$ cat src/hdl/peak_normalize_scale_core_assert.svh
// assertion macros shared by the peak normalization core
// no dependencies; included by modules that carry concurrent checks
`ifndef PEAK_NORMALIZE_SCALE_CORE_ASSERT_SVH
`define PEAK_NORMALIZE_SCALE_CORE_ASSERT_SVH
`ifndef NO_ASSERTIONS
// same-cycle implication under synchronous active-low reset
`define PNS_ASSERT_NOW(lbl, clk, rstn, ante, cons) \
    lbl: assert property (@(posedge clk) disable iff (!(rstn)) (ante) |-> (cons)) \
        else $error("assertion failed");
// next-cycle implication under synchronous active-low reset
`define PNS_ASSERT_NEXT(lbl, clk, rstn, ante, cons) \
    lbl: assert property (@(posedge clk) disable iff (!(rstn)) (ante) |=> (cons)) \
        else $error("assertion failed");
`else
`define PNS_ASSERT_NOW(lbl, clk, rstn, ante, cons)
`define PNS_ASSERT_NEXT(lbl, clk, rstn, ante, cons)
`endif
`endif

$ cat src/hdl/pns_pkg.sv
// shared types, constants and state encodings of the peak normalization core
// no dependencies
`timescale 1ns / 1ps
package pns_pkg;

    // field widths
    localparam int SAMPLE_W = 32;
    localparam int SCALE_W  = 8;
    localparam int RESULT_W = 9;
    localparam int QUOT_W   = 9;
    localparam int PROD_W   = SAMPLE_W + SCALE_W;
    localparam int NUM_W    = PROD_W + 1;
    localparam int DIV_W    = SAMPLE_W + 1;
    localparam int STEP_W   = 4;

    // frame size default
    localparam int DEFAULT_FRAME_POINTS = 64;

    // configuration register map
    localparam int APB_ADDR_W = 3;
    localparam int APB_DATA_W = 32;
    localparam int REG_IDX_W  = APB_ADDR_W - 2;
    localparam logic [REG_IDX_W-1:0] REG_OUTPUT_SCALE = REG_IDX_W'(0);
    localparam logic [SCALE_W-1:0] OUTPUT_SCALE_RESET = SCALE_W'(10);

    typedef struct packed {
        logic signed [SAMPLE_W-1:0] sample_value;
        logic                       sample_invalid;
        logic                       frame_last;
    } in_item_t;

    typedef struct packed {
        logic signed [RESULT_W-1:0] scaled_value;
        logic                       result_last;
    } out_item_t;

    typedef struct packed {
        logic [SAMPLE_W-1:0] value;
        logic                invalid;
    } store_entry_t;

    // request from the sequencer to the scaler
    typedef struct packed {
        logic                start;
        logic [SAMPLE_W-1:0] value;
        logic                invalid;
        logic [SAMPLE_W-1:0] peak;
        logic [SCALE_W-1:0]  scale;
    } scale_req_t;

    typedef enum logic [2:0] {
        ST_COLLECT,
        ST_READ,
        ST_START,
        ST_BUSY,
        ST_EMIT
    } core_state_t;

    typedef enum logic [2:0] {
        SC_IDLE,
        SC_MUL,
        SC_PREP,
        SC_DIV,
        SC_DONE
    } scaler_state_t;

endpackage

$ cat src/hdl/pns_frame_store.sv
// sample memory of one frame: one write port, one registered read port
// depends on pns_pkg for the entry type
`timescale 1ns / 1ps
module pns_frame_store #(
    parameter int DEPTH = pns_pkg::DEFAULT_FRAME_POINTS,
    parameter int IDX_W = $clog2(DEPTH)
) (
    input  logic                 aclk,
    input  logic                 wr_en,
    input  logic [IDX_W-1:0]     wr_addr,
    input  pns_pkg::store_entry_t wr_data,
    input  logic [IDX_W-1:0]     rd_addr,
    output pns_pkg::store_entry_t rd_data
);

    pns_pkg::store_entry_t mem [DEPTH];
    pns_pkg::store_entry_t rd_data_reg;

    // write port
    always_ff @(posedge aclk) begin
        if (wr_en) begin
            mem[wr_addr] <= wr_data;
        end
    end

    // registered read port
    always_ff @(posedge aclk) begin
        rd_data_reg <= mem[rd_addr];
    end

    assign rd_data = rd_data_reg;

endmodule

$ cat src/hdl/pns_scaler.sv
// bit-serial scaler: |sample| * scale by shift-add, then rounded restoring divide by peak
// depends on pns_pkg for widths, request type and state encoding
`timescale 1ns / 1ps
module pns_scaler (
    input  logic                                 aclk,
    input  logic                                 aresetn,
    input  pns_pkg::scale_req_t                  req,
    output logic                                 done,
    output logic signed [pns_pkg::RESULT_W-1:0]  scaled_value
);

    localparam int SW = pns_pkg::SAMPLE_W;
    localparam int CW = pns_pkg::SCALE_W;
    localparam int PW = pns_pkg::PROD_W;
    localparam int NW = pns_pkg::NUM_W;
    localparam int DW = pns_pkg::DIV_W;
    localparam int QW = pns_pkg::QUOT_W;
    localparam int TW = pns_pkg::STEP_W;

    pns_pkg::scaler_state_t state_reg, state_next;
    logic [TW-1:0] cnt_reg, cnt_next;
    logic [SW-1:0] mag_reg, mag_next;
    logic [CW-1:0] scale_sh_reg, scale_sh_next;
    logic [PW-1:0] acc_reg, acc_next;
    logic [SW-1:0] peak_reg, peak_next;
    logic [DW-1:0] rem_reg, rem_next;
    logic [QW-1:0] low_reg, low_next;
    logic [QW-1:0] quot_reg, quot_next;
    logic          neg_reg, neg_next;
    logic          zero_reg, zero_next;

    logic [NW-1:0] numer;
    logic [DW-1:0] divisor;
    logic [DW:0]   trial;
    logic [DW:0]   trial_diff;
    logic [SW-1:0] req_mag;

    // magnitude of the requested sample, most negative value fits unsigned
    assign req_mag = req.value[SW-1] ? (~req.value + SW'(1)) : req.value;

    // rounded dividend 2*num + den and divisor 2*den
    assign numer   = {acc_reg, 1'b0} + NW'(peak_reg);
    assign divisor = {peak_reg, 1'b0};
    assign trial      = {rem_reg, low_reg[QW-1]};
    assign trial_diff = trial - {1'b0, divisor};

    // control state
    always_ff @(posedge aclk) begin
        if (!aresetn) begin
            state_reg <= pns_pkg::SC_IDLE;
            cnt_reg   <= '0;
        end else begin
            state_reg <= state_next;
            cnt_reg   <= cnt_next;
        end
    end

    // datapath registers
    always_ff @(posedge aclk) begin
        mag_reg      <= mag_next;
        scale_sh_reg <= scale_sh_next;
        acc_reg      <= acc_next;
        peak_reg     <= peak_next;
        rem_reg      <= rem_next;
        low_reg      <= low_next;
        quot_reg     <= quot_next;
        neg_reg      <= neg_next;
        zero_reg     <= zero_next;
    end

    // sequencing of multiply and divide steps
    always_comb begin
        state_next    = state_reg;
        cnt_next      = cnt_reg;
        mag_next      = mag_reg;
        scale_sh_next = scale_sh_reg;
        acc_next      = acc_reg;
        peak_next     = peak_reg;
        rem_next      = rem_reg;
        low_next      = low_reg;
        quot_next     = quot_reg;
        neg_next      = neg_reg;
        zero_next     = zero_reg;
        done          = 1'b0;
        case (state_reg)
            pns_pkg::SC_IDLE: begin
                if (req.start) begin
                    mag_next      = req_mag;
                    scale_sh_next = req.scale;
                    peak_next     = req.peak;
                    neg_next      = req.value[SW-1];
                    zero_next     = req.invalid || (req.peak == '0);
                    acc_next      = '0;
                    cnt_next      = TW'(CW - 1);
                    state_next    = pns_pkg::SC_MUL;
                end
            end
            pns_pkg::SC_MUL: begin
                // one scale bit per cycle, msb first
                acc_next = {acc_reg[PW-2:0], 1'b0}
                           + (scale_sh_reg[CW-1] ? PW'(mag_reg) : PW'(0));
                scale_sh_next = {scale_sh_reg[CW-2:0], 1'b0};
                if (cnt_reg == '0) begin
                    state_next = pns_pkg::SC_PREP;
                end else begin
                    cnt_next = cnt_reg - TW'(1);
                end
            end
            pns_pkg::SC_PREP: begin
                // quotient is below 2^QW, so the top bits start below the divisor
                rem_next   = DW'(numer[NW-1:QW]);
                low_next   = numer[QW-1:0];
                quot_next  = '0;
                cnt_next   = TW'(QW - 1);
                state_next = pns_pkg::SC_DIV;
            end
            pns_pkg::SC_DIV: begin
                // one quotient bit per cycle
                if (!trial_diff[DW]) begin
                    rem_next  = trial_diff[DW-1:0];
                    quot_next = {quot_reg[QW-2:0], 1'b1};
                end else begin
                    rem_next  = trial[DW-1:0];
                    quot_next = {quot_reg[QW-2:0], 1'b0};
                end
                low_next = {low_reg[QW-2:0], 1'b0};
                if (cnt_reg == '0) begin
                    state_next = pns_pkg::SC_DONE;
                end else begin
                    cnt_next = cnt_reg - TW'(1);
                end
            end
            pns_pkg::SC_DONE: begin
                done       = 1'b1;
                state_next = pns_pkg::SC_IDLE;
            end
            default: begin
                state_next = pns_pkg::SC_IDLE;
            end
        endcase
    end

    // sign and zero cases applied to the held quotient
    assign scaled_value = zero_reg ? '0
                        : (neg_reg ? $signed(~quot_reg + QW'(1)) : $signed(quot_reg));

endmodule

$ cat src/hdl/peak_normalize_scale_core.sv
// peak normalization core: the frame samples are stored, the peak magnitude is
// tracked, and on the last sample every stored sample is emitted scaled to the peak.
//
// input channel s_valid/s_ready/s_data carries one sample per transfer; the
// channel is ready only while a frame is being collected, one sample per cycle.
// a frame ends on frame_last or on its FRAME_POINTS-th sample; the channel then
// stays low until the last result of that frame has been loaded for output.
// result channel m_valid/m_ready/m_data carries one scaled sample per transfer,
// in arrival order, with result_last on the final one.
// each result passes through a memory read, a start step, a shift-add multiply
// by output_scale, one setup step, a restoring divide by twice the peak, a done
// step and a load into the output register; the multiply and divide in the
// scaler are bit-serial.
// a stalled receiver holds the output register; the next result waits in the
// scaler and the sequencer stops until the register is free.
// reset (aresetn low at a clock edge) empties the frame, clears the peak, drops
// m_valid and sets output_scale to 10. output_scale is written over the APB port.
`timescale 1ns / 1ps
`include "peak_normalize_scale_core_assert.svh"
module peak_normalize_scale_core #(
    parameter int FRAME_POINTS = pns_pkg::DEFAULT_FRAME_POINTS
) (
    input  logic                                aclk,
    input  logic                                aresetn,
    // sample channel
    input  logic                                s_valid,
    output logic                                s_ready,
    input  pns_pkg::in_item_t                   s_data,
    // result channel
    output logic                                m_valid,
    input  logic                                m_ready,
    output pns_pkg::out_item_t                  m_data,
    // configuration port
    input  logic                                psel,
    input  logic                                penable,
    input  logic                                pwrite,
    input  logic [pns_pkg::APB_ADDR_W-1:0]      paddr,
    input  logic [pns_pkg::APB_DATA_W-1:0]      pwdata,
    output logic [pns_pkg::APB_DATA_W-1:0]      prdata,
    output logic                                pready
);

    localparam int IDX_W = (FRAME_POINTS > 1) ? $clog2(FRAME_POINTS) : 1;
    localparam int CNT_W = $clog2(FRAME_POINTS + 1);
    localparam int SW    = pns_pkg::SAMPLE_W;
    localparam int CW    = pns_pkg::SCALE_W;
    localparam int AW    = pns_pkg::APB_ADDR_W;
    localparam int DTW   = pns_pkg::APB_DATA_W;

    pns_pkg::core_state_t state_reg, state_next;
    logic [CNT_W-1:0] fill_reg, fill_next;
    logic [IDX_W-1:0] rd_idx_reg, rd_idx_next;
    logic [SW-1:0]    peak_reg, peak_next;
    logic [CW-1:0]    scale_reg, scale_next;
    logic             out_valid_reg, out_valid_next;
    pns_pkg::out_item_t out_reg, out_next;

    logic             in_xfer;
    logic             out_load;
    logic             frame_end;
    logic             item_last;
    logic [CNT_W-1:0] fill_inc;
    logic [SW-1:0]    in_mag;
    logic             cfg_write;

    pns_pkg::store_entry_t wr_entry;
    pns_pkg::store_entry_t rd_entry;
    pns_pkg::scale_req_t   req;
    logic                  scaler_done;
    logic signed [pns_pkg::RESULT_W-1:0] scaler_value;

    // handshakes
    assign s_ready  = (state_reg == pns_pkg::ST_COLLECT);
    assign in_xfer  = s_valid && s_ready;
    assign m_valid  = out_valid_reg;
    assign m_data   = out_reg;

    // frame bookkeeping
    assign fill_inc  = fill_reg + CNT_W'(1);
    assign frame_end = s_data.frame_last || (fill_inc == CNT_W'(FRAME_POINTS));
    assign item_last = ((CNT_W'(rd_idx_reg) + CNT_W'(1)) == fill_reg);
    assign in_mag    = s_data.sample_value[SW-1] ? (~s_data.sample_value + SW'(1))
                                                 : s_data.sample_value;

    assign wr_entry.value   = s_data.sample_value;
    assign wr_entry.invalid = s_data.sample_invalid;

    // sample memory
    pns_frame_store #(
        .DEPTH (FRAME_POINTS),
        .IDX_W (IDX_W)
    ) u_store (
        .aclk    (aclk),
        .wr_en   (in_xfer),
        .wr_addr (fill_reg[IDX_W-1:0]),
        .wr_data (wr_entry),
        .rd_addr (rd_idx_reg),
        .rd_data (rd_entry)
    );

    // scaler request
    assign req.start   = (state_reg == pns_pkg::ST_START);
    assign req.value   = rd_entry.value;
    assign req.invalid = rd_entry.invalid;
    assign req.peak    = peak_reg;
    assign req.scale   = scale_reg;

    pns_scaler u_scaler (
        .aclk         (aclk),
        .aresetn      (aresetn),
        .req          (req),
        .done         (scaler_done),
        .scaled_value (scaler_value)
    );

    // configuration port
    assign pready    = 1'b1;
    assign cfg_write = psel && penable && pwrite && pready
                       && (paddr[AW-1:2] == pns_pkg::REG_OUTPUT_SCALE);
    assign prdata    = (paddr[AW-1:2] == pns_pkg::REG_OUTPUT_SCALE)
                       ? DTW'(scale_reg) : '0;

    // registers
    always_ff @(posedge aclk) begin
        if (!aresetn) begin
            state_reg     <= pns_pkg::ST_COLLECT;
            fill_reg      <= '0;
            rd_idx_reg    <= '0;
            peak_reg      <= '0;
            scale_reg     <= pns_pkg::OUTPUT_SCALE_RESET;
            out_valid_reg <= 1'b0;
        end else begin
            state_reg     <= state_next;
            fill_reg      <= fill_next;
            rd_idx_reg    <= rd_idx_next;
            peak_reg      <= peak_next;
            scale_reg     <= scale_next;
            out_valid_reg <= out_valid_next;
        end
    end

    // output payload register
    always_ff @(posedge aclk) begin
        out_reg <= out_next;
    end

    // sequencer: collect, then read, scale and emit each stored sample
    always_comb begin
        state_next     = state_reg;
        fill_next      = fill_reg;
        rd_idx_next    = rd_idx_reg;
        peak_next      = peak_reg;
        scale_next     = cfg_write ? pwdata[CW-1:0] : scale_reg;
        out_next       = out_reg;
        out_load       = 1'b0;
        out_valid_next = (out_valid_reg && !m_ready);
        case (state_reg)
            pns_pkg::ST_COLLECT: begin
                if (in_xfer) begin
                    fill_next = fill_inc;
                    if (!s_data.sample_invalid && (in_mag > peak_reg)) begin
                        peak_next = in_mag;
                    end
                    if (frame_end) begin
                        rd_idx_next = '0;
                        state_next  = pns_pkg::ST_READ;
                    end
                end
            end
            pns_pkg::ST_READ: begin
                state_next = pns_pkg::ST_START;
            end
            pns_pkg::ST_START: begin
                state_next = pns_pkg::ST_BUSY;
            end
            pns_pkg::ST_BUSY: begin
                if (scaler_done) begin
                    state_next = pns_pkg::ST_EMIT;
                end
            end
            pns_pkg::ST_EMIT: begin
                if (!out_valid_reg || m_ready) begin
                    out_load              = 1'b1;
                    out_valid_next        = 1'b1;
                    out_next.scaled_value = scaler_value;
                    out_next.result_last  = item_last;
                    if (item_last) begin
                        fill_next  = '0;
                        peak_next  = '0;
                        state_next = pns_pkg::ST_COLLECT;
                    end else begin
                        rd_idx_next = rd_idx_reg + IDX_W'(1);
                        state_next  = pns_pkg::ST_READ;
                    end
                end
            end
            default: begin
                state_next = pns_pkg::ST_COLLECT;
            end
        endcase
    end

    // checks
    `PNS_ASSERT_NEXT(a_frame_end_stops_input, aclk, aresetn, in_xfer && s_data.frame_last, !s_ready)
    `PNS_ASSERT_NOW(a_no_overwrite, aclk, aresetn, out_load, !out_valid_reg || m_ready)
    `PNS_ASSERT_NOW(a_done_only_when_busy, aclk, aresetn, scaler_done, state_reg == pns_pkg::ST_BUSY)
    `PNS_ASSERT_NOW(a_fill_bounded, aclk, aresetn, s_ready, fill_reg < CNT_W'(FRAME_POINTS))

endmodule
$ cat config.mk
export PLATFORM = sky130hd
export DESIGN_NAME = peak_normalize_scale_core
export DESIGN_NICKNAME = d
export VERILOG_FILES = /design/src/hdl/pns_pkg.sv /design/src/hdl/pns_frame_store.sv /design/src/hdl/pns_scaler.sv /design/src/hdl/peak_normalize_scale_core.sv
export VERILOG_INCLUDE_DIRS = /design/src /design/src/hdl
export SDC_FILE = /design/constraint.sdc
export NUM_CORES = 2
export LEC_CHECK = 0
export ABC_AREA = 1
export BUFFER_PORTS_ARGS = -buffer_cell sky130_fd_sc_hd__buf_2
export CAP_MARGIN = 25
export CELL_PAD_IN_SITES_DETAIL_PLACEMENT = 1
export CELL_PAD_IN_SITES_GLOBAL_PLACEMENT = 1
export CORE_ASPECT_RATIO = 0.7
export CORE_MARGIN = 2
export CORE_UTILIZATION = 56
export DETAILED_ROUTE_END_ITERATION = 8
export PLACE_DENSITY = 0.91
export SYNTH_ARGS = -nofsm -noshare
export SYNTH_HDL_FRONTEND = slang
export SYNTH_SLANG_ARGS = --single-unit
$ cat constraint.sdc
create_clock -name aclk -period 8 [get_ports aclk]
set_input_delay 0.4 -clock aclk [delete_from_list [all_inputs] [get_ports aclk]]
set_output_delay 0.4 -clock aclk [all_outputs]
set_load 0.02 [all_outputs]
==> flow_summary_export.csv <==
group,metric,value,unit
run_status,status,"finished clean",
floorplan,die_w,515,um
final_layout,final_cell_mix,"edfxtp_1 (2287), nor2_1 (1449), o21ai_0 (1220), nand2_1 (845), nand3_1 (479)",
yosys,synth_seq_cells,2384,
clock_network,cts.path.max_buffers,3,
sta,setup_viol,0,
place,dpl_worst_slack,2.74,ns
critical_path,worstPathRequired,8.79,ns
critical_path,slowest_stage,"buf_12",
hold_path,holdCritPathClass,"in2reg",
clock_network,cts_tree,"built",
drt,vias_per_cell,7.00,
place,dp_hpwl,214,mm
drt,antenna_left,0,
pwr,leakagePower,0.0385,uW
pwr,p_per_area,266,mW/mm^2
drt,drtIter0Drc,12900,
critical_path,cp.arrival,5.23,ns
place,place_congestion,0.976,
floorplan,ios,121,
clock_network,clk-insertion-delay-late,0.89,ns
sta,worst_pin_slew,1.44,ns
clock_network,clock-sinks,2384,
yosys,seq_area_frac_synth,0.690,
final_layout,final_common_cell,"edfxtp_1",
grt,grt_pass1_vias,81500,
job,cap_violations,0,
sta,setup_ws,3.56,ns
final_layout,register_area,0.0706,mm^2
yosys,syn_inst,8817,
sta,slew_headroom,0.0383,
final_layout,fillers,18000,
yosys,synthesis.area,0.102,mm^2
critical_path,cp_max_fo,227,
grt,gr-total-overflow,0,
sta,fmax,225,MHz
clock_network,clk_pin_slew,0.07,ns
grt,antenna_found_initial,21,
floorplan,die_h,362,um
yosys,yosysWarnings,0,
floorplan,dieArea,0.186,mm^2
yosys,synth_edf_count,2287,
clock_network,cts_buffers,212,
yosys,yosysUniqueCellTypes,45,
final_layout,nNetsFinal,8962,
grt,grt_max_degree,249,
grt,grtUsageTotal,0.395,
drt,drt_drc_violations_left,0,
clock_network,post_cts_buffers,0,
final_layout,multi_input_area,0.0282,mm^2
yosys,synthArstFlopShare,0,
sta,post-route-min-period,4.44,ns
final_layout,syn_to_final_growth,9.94,%
critical_path,critPathKind,"reg2reg",
sta,hold_viol_final,0,
critical_path,cpPeakStageDelay,0.49,ns
sta,maxSlewViolCount,0,
clock_network,cts.root.buffer_cell,"clkbuf_16",
sta,fin_crit_sh,0.555,
final_layout,drive_gt1_frac,0.0715,
yosys,synth_ff_type,"edfxtp_1",
yosys,synth_area_per_cell,11.6,um^2
pwr,vdd_drop_max,0.251,mV
drt,via_count,79300,
grt,grt_pass1_wl,539,mm
drt,firstDrtPassIters,8,
place,port_buffers,69,
sta,fin_worst_skew,0.0385,ns
sta,rsz0062_at_grt,"no",
drt,routedWlPerCell,33.2,um
sta,finalSetupTns,0,ns
floorplan,core,0.182,mm^2
drt,drt_wl_total,376,mm
critical_path,start_kind,"register",
clock_network,ctsHtreeMaxLevel,4,
floorplan,start_util,0.563,
floorplan,num_rows,131,
critical_path,end_kind,"register",
critical_path,cp_cell_sequence,"buf_4, buf_16, buf_12, buf_4, buf_16, o21ai_0, o221ai_1, o211ai_1, nand3_1, nand3_1, nand2_1",
final_layout,largest_reg_flops,2112,
## through the flow
stage | hold slack, ns | utilization | total power, uW | cells | instance area, um^2
final | 0.0829 | 0.619 | 29900 | 11300 | 112000
after CTS | 0.0336 | 0.618 | 29600 | 11300 | 112000
after global placement | 0.457 | 0.579 | 19100 | 10900 | 105000
after detailed placement | 0.460 | 0.580 | 19400 | 10900 | 105000
after global routing | 0.0813 | 0.619 | 30600 | 11300 | 112000
after floorplan | 0.408 | - | 17600 | 8840 | 102000
## cell usage after synthesis (4+ instances only)
master	n	area share
xor2_1	31	0.0027
inv_2	4	0.00015
nor2_1	1518	0.056
a21oi_1	215	0.011
buf_1	30	0.0011
nand3_1	479	0.023
edfxtp_1	2287	0.67
ha_1	132	0.016
buf_4	30	0.0022
or2_2	18	0.0011
a21o_1	11	0.00081
a211oi_1	4	0.00029
inv_1	473	0.017
o21ai_0	1221	0.060
a31oi_1	8	0.00049
o22ai_1	198	0.012
nand2_1	845	0.031
nand3b_1	10	0.00073
nor4_1	20	0.0012
o211ai_1	203	0.015
o21bai_1	7	0.00051
o221ai_1	330	0.028
a21boi_0	7	0.00051
buf_2	45	0.0022
clkbuf_1	435	0.016
o21ai_1	12	0.00059
nor3_1	42	0.0021
xnor2_1	27	0.0023
nand4_1	41	0.0025
dfxtp_1	97	0.019
and3_1	7	0.00043
o21a_1	8	0.00059
## logic make-up (layout without fill, tap and decap cells)
kind of cell    after synthesis  after routing  share of synthesized area
fa+ha+maj                   135            135                     0.0167
compound gates             2229           2229                      0.130
buf+inv                    1022           1113                     0.0394
flops                      2384           2384                      0.690
simple gates               2987           2987                      0.119
xor+xnor                     58             58                    0.00497
other cells                   2             30                  0.0000734
## timing repair
item,CTS,global route
hold buffers,15,1
hold endpoints to repair,26,2
gates resized for setup,0,0
## cell type report
type,count,share of cell area
Clock inverter,113,0.00964
Antenna cell,5,0.000111
Tap cell,2394,0.0266
Timing Repair Buffer,240,0.0170
Sequential cell,2384,0.628
Inverter,479,0.0162
Multi-Input combinational cell,5434,0.251
Clock buffer,281,0.0510
## report_power, final
group | switching, uW | total, uW | internal (uW)
sequential | 452 | 14700 | 14300
clock | 4910 | 10400 | 5530
combinational | 3470 | 4760 | 1290
## layer usage
metal | vias to the layer above | wire length, um | GRT usage
li1 | 32000 | - | -
met1 | 39400 | 134000 | 0.512
met2 | 6521 | 169000 | 0.603
met3 | 1367 | 51200 | 0.112
met4 | 24 | 21400 | 0.217
met5 | - | 156 | 0
## path summary, 6_finish.rpt
| kind | start | end | slack [ns] | cells after the start |
|---|---|---|---|---|
| max | rd_idx_reg[0]$_SDFFE_PN0P_ | u_store.rd_data[20]$_DFF_P_ | 3.56 | 11 |
| min | s_data[23] | peak_reg[21]$_SDFFE_PN0P_ | 0.08 | 5 |
| max reg2reg | rd_idx_reg[0]$_SDFFE_PN0P_ | u_store.rd_data[20]$_DFF_P_ | 3.56 | 11 |
| min reg2reg | peak_reg[30]$_SDFFE_PN0P_ | u_scaler.peak_reg[30]$_DFFE_PP_ | 0.48 | 0 |
## worst max-delay path: cells and delay by family (launching register included)
family / cells / cell delay [ns]
DFF: 1 / 0.40
AOI/OAI and AO/OA: 3 / 0.67
buffers and inverters: 5 / 1.83
and+or+nand+nor: 3 / 0.77
Note: power is estimated with default switching activity, not from simulation.
